## config.mk

```make
export PLATFORM = sky130hd
export DESIGN_NAME = accumulator_alu_with_flags_core
export DESIGN_NICKNAME = d
export VERILOG_FILES = /design/src/aaf_pkg.sv /design/src/aaf_exec.sv /design/src/accumulator_alu_with_flags_core.sv
export SDC_FILE = /design/constraint.sdc
export NUM_CORES = 1
export LEC_CHECK = 0
export BUFFER_PORTS_ARGS = -buffer_cell sky130_fd_sc_hd__buf_2
export CAP_MARGIN = 20
export CORE_MARGIN = 8
export CORE_UTILIZATION = 62
export DETAILED_ROUTE_END_ITERATION = 6
export PLACE_DENSITY = 0.86
export RECOVER_POWER = 25
export SYNTH_ARGS = -nofsm -noshare
export SYNTH_HDL_FRONTEND = slang
export SYNTH_SLANG_ARGS = --single-unit
```

## constraint.sdc

```tcl
create_clock -name i_clk -period 10.5 [get_ports i_clk]
set_clock_uncertainty 0.2 [all_clocks]
set_input_delay 1.05 -clock i_clk [delete_from_list [all_inputs] [get_ports i_clk]]
set_output_delay 1.05 -clock i_clk [all_outputs]
set_load 0.05 [all_outputs]
```

## src/aaf_pkg.sv

```systemverilog
// package: opcodes, condition codes and beat types of the accumulator alu
package aaf_pkg;

    localparam logic [3:0] OP_ADD = 4'd0;
    localparam logic [3:0] OP_ADC = 4'd1;
    localparam logic [3:0] OP_SUB = 4'd2;
    localparam logic [3:0] OP_SBB = 4'd3;
    localparam logic [3:0] OP_CMP = 4'd4;
    localparam logic [3:0] OP_AND = 4'd5;
    localparam logic [3:0] OP_XOR = 4'd6;
    localparam logic [3:0] OP_INR = 4'd7;
    localparam logic [3:0] OP_DCR = 4'd8;
    localparam logic [3:0] OP_STC = 4'd9;

    localparam logic [3:0] CC_ALWAYS = 4'd0;
    localparam logic [3:0] CC_NZ     = 4'd1;
    localparam logic [3:0] CC_Z      = 4'd2;
    localparam logic [3:0] CC_C      = 4'd3;
    localparam logic [3:0] CC_NC     = 4'd4;
    localparam logic [3:0] CC_P      = 4'd5;
    localparam logic [3:0] CC_M      = 4'd6;
    localparam logic [3:0] CC_PE     = 4'd7;
    localparam logic [3:0] CC_PO     = 4'd8;

    localparam logic [15:0] PC_STEP_ALU  = 16'd1;
    localparam logic [15:0] PC_STEP_JUMP = 16'd3;

    typedef struct packed {
        logic [3:0]  op;
        logic        is_jump;
        logic [7:0]  operand;
        logic [3:0]  cond;
        logic [15:0] pc;
        logic [15:0] jump_target;
    } t_item;

    typedef struct packed {
        logic [7:0] acc;
        logic       cy;
        logic       z;
        logic       s;
        logic       p;
        logic       ac;
    } t_state;

    typedef struct packed {
        logic [7:0]  acc_out;
        logic [7:0]  reg_out;
        logic        cy_out;
        logic        z_out;
        logic        s_out;
        logic        p_out;
        logic        ac_out;
        logic [15:0] next_pc;
        logic        branch_taken;
    } t_result;

    function automatic logic even_parity(input logic [7:0] v);
        return ~^v;
    endfunction

endpackage

```

## src/aaf_exec.sv

```systemverilog
// combinational execute step: alu operation or jump decision
module aaf_exec (
    input  aaf_pkg::t_item   i_item,
    input  aaf_pkg::t_state  i_state,
    output aaf_pkg::t_state  o_state,
    output aaf_pkg::t_result o_result
);
    import aaf_pkg::*;

    logic [8:0] sum;
    logic [8:0] diff;
    logic [7:0] logic_val;
    logic [7:0] reg_val;
    logic       reg_used;
    logic       taken;
    t_state     st;

    always_comb begin
        taken = 1'b0;
        unique case (i_item.cond)
            CC_ALWAYS: taken = 1'b1;
            CC_NZ:     taken = !i_state.z;
            CC_Z:      taken = i_state.z;
            CC_C:      taken = i_state.cy;
            CC_NC:     taken = !i_state.cy;
            CC_P:      taken = !i_state.s;
            CC_M:      taken = i_state.s;
            CC_PE:     taken = i_state.p;
            CC_PO:     taken = !i_state.p;
            default:   taken = 1'b0;
        endcase
    end

    always_comb begin
        st        = i_state;
        reg_val   = 8'd0;
        reg_used  = 1'b0;
        sum       = 9'd0;
        diff      = 9'd0;
        logic_val = 8'd0;
        if (!i_item.is_jump) begin
            unique case (i_item.op)
                OP_ADD, OP_ADC: begin
                    sum = {1'b0, i_state.acc} + {1'b0, i_item.operand}
                        + ((i_item.op == OP_ADC) ? {8'd0, i_state.cy} : 9'd0);
                    st.cy  = sum[8];
                    st.acc = sum[7:0];
                end
                OP_SUB, OP_SBB: begin
                    diff = {1'b0, i_state.acc} - {1'b0, i_item.operand}
                         - ((i_item.op == OP_SBB) ? {8'd0, i_state.cy} : 9'd0);
                    st.cy  = diff[8];
                    st.acc = diff[7:0];
                end
                OP_CMP: begin
                    st.cy = i_state.acc < i_item.operand;
                    st.z  = i_state.acc == i_item.operand;
                    st.p  = even_parity(i_state.acc);
                end
                OP_AND, OP_XOR: begin
                    logic_val = (i_item.op == OP_AND) ? (i_state.acc & i_item.operand)
                                                      : (i_state.acc ^ i_item.operand);
                    st.acc = logic_val;
                    st.z   = logic_val == 8'd0;
                    st.s   = logic_val[7];
                    st.p   = even_parity(logic_val);
                    st.cy  = 1'b0;
                    st.ac  = i_item.op == OP_AND;
                end
                OP_INR: begin
                    st.cy    = i_item.operand == 8'hFF;
                    reg_val  = i_item.operand + 8'd1;
                    reg_used = 1'b1;
                end
                OP_DCR: begin
                    st.cy    = i_item.operand == 8'd0;
                    reg_val  = i_item.operand - 8'd1;
                    reg_used = 1'b1;
                end
                OP_STC: begin
                    st.cy = 1'b1;
                end
                default: begin
                    st = i_state;
                end
            endcase
        end
    end

    assign o_state = st;

    always_comb begin
        o_result.acc_out      = st.acc;
        o_result.reg_out      = reg_used ? reg_val : st.acc;
        o_result.cy_out       = st.cy;
        o_result.z_out        = st.z;
        o_result.s_out        = st.s;
        o_result.p_out        = st.p;
        o_result.ac_out       = st.ac;
        o_result.branch_taken = i_item.is_jump && taken;
        if (i_item.is_jump) begin
            o_result.next_pc = taken ? i_item.jump_target : i_item.pc + PC_STEP_JUMP;
        end else begin
            o_result.next_pc = i_item.pc + PC_STEP_ALU;
        end
    end

endmodule

```

## src/accumulator_alu_with_flags_core.sv

```systemverilog
// top level: accumulator alu with flags and conditional jump decision
//
// input channel: i_in_valid / o_in_stall with one beat per instruction
// (op, is_jump, operand, cond, pc, jump_target); a beat is taken at a rising
// edge with valid high and stall low.
// output channel: o_out_valid / i_out_stall with one result beat per input
// beat, in order (accumulator, register value, five flags, next pc, taken).
// an instruction passes the input register, then the alu and jump logic
// updates accumulator and flags while loading the result register.
// one beat is taken per cycle unless the receiver stalls; the 8-bit accumulator
// and flag feedback runs through the alu around the state registers.
// a receiver stall holds the result register; the input register still takes
// one more beat, after that o_in_stall follows the output stall.
// synchronous active-low reset empties both registers and clears the
// accumulator and all flags.
module accumulator_alu_with_flags_core (
    input  logic        i_clk,
    input  logic        i_rst_n,
    input  logic        i_in_valid,
    output logic        o_in_stall,
    input  logic [3:0]  i_op,
    input  logic        i_is_jump,
    input  logic [7:0]  i_operand,
    input  logic [3:0]  i_cond,
    input  logic [15:0] i_pc,
    input  logic [15:0] i_jump_target,
    output logic        o_out_valid,
    input  logic        i_out_stall,
    output logic [7:0]  o_acc_out,
    output logic [7:0]  o_reg_out,
    output logic        o_cy_out,
    output logic        o_z_out,
    output logic        o_s_out,
    output logic        o_p_out,
    output logic        o_ac_out,
    output logic [15:0] o_next_pc,
    output logic        o_branch_taken
);
    import aaf_pkg::*;

    logic    r_in_valid;
    t_item   r_in;
    logic    r_out_valid;
    t_result r_out;
    t_state  r_state;
    t_state  n_state;
    t_result n_out;
    logic    advance;
    logic    in_accept;

    assign advance    = r_in_valid && (!r_out_valid || !i_out_stall);
    assign o_in_stall = r_in_valid && !advance;
    assign in_accept  = i_in_valid && !o_in_stall;

    aaf_exec u_exec (
        .i_item   (r_in),
        .i_state  (r_state),
        .o_state  (n_state),
        .o_result (n_out)
    );

    always_ff @(posedge i_clk) begin
        if (!i_rst_n) begin
            r_in_valid  <= 1'b0;
            r_out_valid <= 1'b0;
            r_state     <= '0;
        end else begin
            if (in_accept) begin
                r_in_valid <= 1'b1;
            end else if (advance) begin
                r_in_valid <= 1'b0;
            end
            if (advance) begin
                r_out_valid <= 1'b1;
                r_state     <= n_state;
            end else if (!i_out_stall) begin
                r_out_valid <= 1'b0;
            end
        end
    end

    always_ff @(posedge i_clk) begin
        if (in_accept) begin
            r_in.op          <= i_op;
            r_in.is_jump     <= i_is_jump;
            r_in.operand     <= i_operand;
            r_in.cond        <= i_cond;
            r_in.pc          <= i_pc;
            r_in.jump_target <= i_jump_target;
        end
        if (advance) begin
            r_out <= n_out;
        end
    end

    assign o_out_valid    = r_out_valid;
    assign o_acc_out      = r_out.acc_out;
    assign o_reg_out      = r_out.reg_out;
    assign o_cy_out       = r_out.cy_out;
    assign o_z_out        = r_out.z_out;
    assign o_s_out        = r_out.s_out;
    assign o_p_out        = r_out.p_out;
    assign o_ac_out       = r_out.ac_out;
    assign o_next_pc      = r_out.next_pc;
    assign o_branch_taken = r_out.branch_taken;

endmodule

```

==> results of run 1 <==
through the flow:
| stage | setup WS, ns | cells | hold WS, ns |
|---|---|---|---|
| after global placement | 6.41 | 791 | 0.286 |
| after CTS | 6.40 | 808 | 0.338 |
| after detailed placement | 6.41 | 792 | 0.305 |
| final | 6.33 | 808 | 0.337 |
| after global routing | 6.16 | 808 | 0.363 |
| after floorplan | 6.17 | 588 | 0.272 |
cell usage after synthesis, types with 3 or more instances:
library cell,count
o22ai_1,6
o21a_1,4
dfxtp_1,15
o221ai_1,3
xor2_1,19
fa_1,5
mux2_2,9
o211a_1,3
mux2i_1,15
nand2_1,40
nand4_1,5
a21oi_1,40
or3_1,3
edfxtp_1,87
inv_1,41
nor4_1,8
o21ai_0,32
nand3_1,20
o211ai_1,4
nor2b_1,7
and3_1,4
o31ai_1,7
buf_2,5
nor2_1,41
nand2b_1,12
xnor2_1,33
o21ai_1,3
ha_1,42
nor3_1,6
clkbuf_1,14
nand3b_1,3
power by group through the flow:
stage / clock, µW / sequential (µW) / combinational (µW)
after global placement: 0 / 494 / 183
after global routing: 278 / 489 / 204
after CTS: 260 / 487 / 188
after floorplan: 0 / 517 / 114
after detailed placement: 0 / 496 / 187
final: 259 / 487 / 189
worst min-delay path by stage:
stage / startpoint / endpoint / depth (start not counted)
after detailed placement: r_in_valid / o_out_valid / 2
after floorplan: r_in_valid / o_out_valid / 2
after global routing: r_in_valid / o_out_valid / 2
after global placement: r_in_valid / o_out_valid / 2
final: r_in_valid / o_out_valid / 2
after CTS: r_in_valid / o_out_valid / 2
layout make-up:
| type | count | area, µm² | area share [%] |
|---|---|---|---|
| Multi-Input combinational cell | 418 | 3050 | 43.7 |
| Sequential cell | 102 | 2910 | 41.7 |
| Timing Repair Buffer | 96 | 482 | 6.90 |
| Tap cell | 133 | 166 | 2.38 |
| Inverter | 43 | 161 | 2.31 |
| Clock buffer | 10 | 128 | 1.83 |
| Clock inverter | 6 | 78.8 | 1.13 |
layer usage:
layer | wire length [µm] | vias to the layer above
met5 | 0 | -
met4 | 295 | 0
met3 | 1310 | 27
met2 | 7420 | 216
met1 | 7060 | 2291
li1 | - | 2293
worst max-delay path: stages, from the launching register on:
cell and delay, ns:
edfxtp_1 0.59, nor3_1 0.80, nand3_1 0.20, fa_1 0.44
fa_1 0.42, nor3_2 0.18, nor3_1 0.09, o31ai_1 0.33
xnor2_1 0.14, a221oi_2 0.39, o31ai_1 0.14
registers in the layout, summed over array words and instances (netlist names):
signal / cells
o_acc_out: 8
o_out_valid: 1
o_branch_taken: 1
r_in: 49
o_s_out: 1
o_p_out: 1
r_state: 13
o_reg_out: 8
o_ac_out: 1
o_z_out: 1
o_next_pc: 16
r_in_valid: 1
o_cy_out: 1
cell families after synthesis:
family	count (synthesis)
adder cells (fa/ha/maj)	47
XOR/XNOR	52
AO/OA/AOI/OAI	130
multiplexers	24
buffers and inverters	68
flip-flops	102
AND/OR/NAND/NOR	165
==> impl_metrics.toml, run 1 <==
[sta]
setup_viol = 0
worst_slew_pin_slew_ns = 1.05
rsz0062_at_grt = "no"
hold_viol_final = 0
tns_ns = 0
period_share_pct = 39.7
fmax_ghz = 0.240
relSlewSlack_pct = 29.8
maxSlewViolCount = 0
period_needed_ns = 4.17

[logic_synthesis]
synthSimpleGateAreaFrac_pct = 13.4
synth_top_family_by_area = "compound AO/OA/AOI/OAI gates"
netlist_instances = 588
synth.distinct_cells = 70
yosys.area.top_type = "edfxtp_1"
postSynthNetCount = 688
yosysWarnings = 0
synth_top_area_share_pct = 41.8
synthAdderAreaFrac_pct = 10.0
synth_compound_area_share_pct = 13.9
syn_avg_cell_area_um2 = 10.6
synthArstFlopShare_pct = 0
synthMuxAreaShare_pct = 4.03
synth_edf_count = 87
yosys_most_used_dff = "edfxtp_1"
synth_xor_area_share_pct = 7.29
synth-seq-cells = 102
synth_area_um2 = 6240
synth_area_leaders = "edfxtp_1 42%, ha_1 8.4%, dfxtp_1 4.8%"
ys_seq_area_share_pct = 46.7

[finish]
most-common-layout-cells = "87 x edfxtp_1, 85 x buf_2, 42 x ha_1"
layout.nets = 770
area_growth_pct = 11.8
postLayoutCoreUtil_pct = 71.4
final_common_cell = "edfxtp_1"
num-fill-cells = 725
num_antenna_cells = 0
fin_area_um2 = 6980
drive_gt1_share_pct = 20.0

[critical_path]
start_kind = "register"
end_kind = "register"
worst-r2r-setup-slack_ns = 6.33
cp_max_fo = 15
cp.arrival_ns = 4.09
worstPathRequired_ns = 10.42
cp-startpoint = "r_in[46]"
critPathKind = "register to register"
r2r-end = "o_reg_out[6]"
r2r_start = "r_in[46]"
crit_end = "o_reg_out[6]"
r2r_cells = 10

[clock_tree]
cts_tree = "done"
cts.path.max_buffers = 2
cts_root_buffer = "clkbuf_8"
cts_hold_buffers = 0
post_cts_buffers = 0
worstSkewPairLatency_ns = 0.38
cts_resized = 0
htreeDepth = 3
path_clk_slew_ns = 0.10
cts_buffers = 9
clkSinkCount = 102

[placed_design]
io_buffers = 92
dpl.hpwl_um = 12300
placed_area_um2 = 6780
gp_congestion = 0.915

[power_and_ir_drop]
switching_power_uw = 286
p_int_uw = 649
p_clk_share_pct = 27.7
total_power_uw = 935
vdd_drop_max_uv = 71.2
p_comb_share_pct = 20.2
switching_share_pct = 30.6
seq_power_share_pct = 52.1
leakagePower_uw = 0.00285
p_per_area_nw_per_um2 = 134

[global_route]
grt_pass1_wl_um = 24700
antenna_found_initial = 0
busiest_layer = "met2"
grt_use_met2_pct = 38.2
grt_pass1_vias = 4653
grt_max_degree = 50
grtUsageTotal_pct = 24.1
grt_remaining_overflow = 0
grt_use_met1_pct = 32.0
grt_use_met3_pct = 5.84

[floorplanning]
ios = 93
dieArea_um2 = 13500
coreArea_um2 = 9770
rows = 36
start_util_pct = 63.9
die_w_um = 116
chipHeight_um = 116

[routing]
dr.first_iter.drc_count = 470
first_pass_iters = 5
vias = 4827
ant_nets = 0
wl_per_cell_um = 19.9
via_per_inst = 5.97
finalWirelength_um = 16100
drc = 0

[status]
status = "finished, final reports clean"

[run]
drv_cap = 0

[worst_hold_path]
min_path_type = "register to register"
(Power assumes the default switching activity.)
==> run 2: changes to the inputs <==
CORE_UTILIZATION = 52   (was 62)
PLACE_DENSITY = 0.77   (was 0.86)
clock period = 3.52 ns   (was 10.5 ns; I/O delays follow)
==> run 2 against run 1 <==
Compared with the run above:
- non-clock buffer count up 75
- core utilization down 5.6 points
- worst setup slack worse by 6.2 ns
- critical path depth up 1
- via count up 5.5%
- first-iteration DRC count down 22%
- sequential share of layout area down 4.4 points
- fmax up 21%
- hold slack worse by 0.31 ns
- clock power rose to 3.8 times the previous value
- routed wire length up 12%
- global-route usage down 1.0 points
- critical path type unchanged
- critical endpoint is now o_reg_out[4]
- largest cell class unchanged
- largest power group unchanged
==> impl_metrics.toml, run 2 (synthesized netlist as in run 1, its figures left out) <==
[floorplanning]
ios = 93
rows = 40
chipHeight_um = 126
dieArea_um2 = 15800
start_util_pct = 52.6
coreArea_um2 = 11900
die_w_um = 126

[placed_design]
gp_congestion = 0.921
dpl.hpwl_um = 12700
dp_cells = 827
io_buffers = 92
place_ws_ns = 0.0333

[finish]
drive_gt1_share_pct = 22.4
largest_reg_flops = 49
most-common-layout-cells = "87 x edfxtp_1, 81 x buf_2, 47 x dlygate4sd3_1"
postLayoutCoreUtil_pct = 65.8
max_flop_register = "r_in"
layout.nets = 845
num_antenna_cells = 0
finalNonFillerCells = 897
area_growth_pct = 25.0
final_common_cell = "edfxtp_1"

[global_route]
grt_max_degree = 38
antenna_found_initial = 0
grtUsageTotal_pct = 23.1
grt_pass1_wl_um = 28600
grt_pass1_vias = 5370
grt_remaining_overflow = 0

[clock_tree]
htreeDepth = 3
cts.path.max_buffers = 2
cts_buffers = 9
worstSkewPairLatency_ns = 0.36
cts_root_buffer = "clkbuf_16"
path_clk_slew_ns = 0.07
clkSinkCount = 102
cts_tree = "done"

[power_and_ir_drop]
p_int_uw = 2160
switching_power_uw = 926
p_clk_share_pct = 31.9
seq_power_share_pct = 46.8
vdd_drop_max_uv = 271
p_per_area_nw_per_um2 = 395
leakagePower_uw = 0.00323
total_power_uw = 3080
switching_share_pct = 30.1
p_comb_share_pct = 21.2

[routing]
dr.first_iter.drc_count = 365
drc = 0
via_per_inst = 5.68
vias = 5093
wl_per_cell_um = 20.0
ant_nets = 0
first_pass_iters = 5
finalWirelength_um = 18000

[status]
status = "finished, final reports clean"

[sta]
setup_viol = 0
period_needed_ns = 3.44
relSlewSlack_pct = 56.4
holdWs_ns = 0.0269
maxSlewViolCount = 0
timing.final.ws_setup_ns = 0.0840
period_share_pct = 97.6
hold_viol_final = 0
fmax_ghz = 0.291
worst_slew_pin_slew_ns = 0.654

[critical_path]
end_kind = "register"
worstPathRequired_ns = 3.43
critPathKind = "register to register"
cp.arrival_ns = 3.35
cp_max_fo = 4
start_kind = "register"

[run]
drv_cap = 0

[worst_hold_path]
min_path_type = "input pin to register"
## run 2: cell count changes in the layout (fill, tap and decap cells not counted), moves of 2 or more
cell	before	now
fa_2	0	3
clkbuf_8	9	0
clkbuf_16	0	9
inv_8	0	2
buf_4	4	32
dlygate4sd3_1	0	47
fa_1	5	2
buf_2	85	81
clkbuf_1	8	12
## run 2: timing repair
| item | in CTS | in global routing |
|---|---|---|
| gates resized for setup | 0 | 10 |
| hold buffers | 47 | 0 |
| hold endpoints to repair | 47 | 0 |
| setup buffers | 0 | 7 |
| endpoints found under the setup margin | 0 | 10 |
## run 2: layer usage
layer  up-vias  track usage, %  wire length (µm)
li1       2433               -                 -
met1      2440            26.4              7260
met2       184            40.6              9160
met3        36            5.18              1010
met4         0            9.60               533
met5         -               0                 0
## run 2: power groups by stage
stage                     Sequential, µW  Combinational (µW)  Clock [µW]
final                               1440                 655         983
after global routing                1450                 707        1040
after CTS                           1440                 635         995
after detailed placement            1470                 591           0
after global placement              1460                 578           0
after floorplan                     1540                 340           0
## run 2: worst paths after layout
kind / start / to / slack (ns) / cells after the start
min: i_in_valid / r_in_valid / 0.03 / 2
max reg2reg: r_in[48] / o_reg_out[4] / 0.08 / 11
min reg2reg: r_state[1] / r_state[1] / 0.33 / 2
max: r_in[48] / o_reg_out[4] / 0.08 / 11
## run 2: final cells by class
class / count / area [µm²]
Tap cell: 147 / 184
Inverter: 43 / 161
Fill cell: 896 / 4060
Multi-Input combinational cell: 418 / 3090
Timing Repair Buffer: 171 / 1160
Clock buffer: 10 / 229
Clock inverter: 6 / 63.8
Sequential cell: 102 / 2910
## run 2: stage by stage
stage               area, µm²  TNS [ns]
floorplan                6250         0
global placement         6960         0
detailed placement       6960         0
CTS                      7720         0
global route             7800    -0.103
finish                   7800         0
## run 2: worst max-delay path, stage by stage, from the launching register on
cell      delay [ns]
edfxtp_1        0.45
nor2_2          0.19
and2_1          0.17
nand3_1         0.10
fa_2            0.39
fa_1            0.40
nand2b_1        0.19
a21oi_2         0.16
xnor2_1         0.07
a211o_1         0.32
mux2_2          0.29
mux2_2          0.27
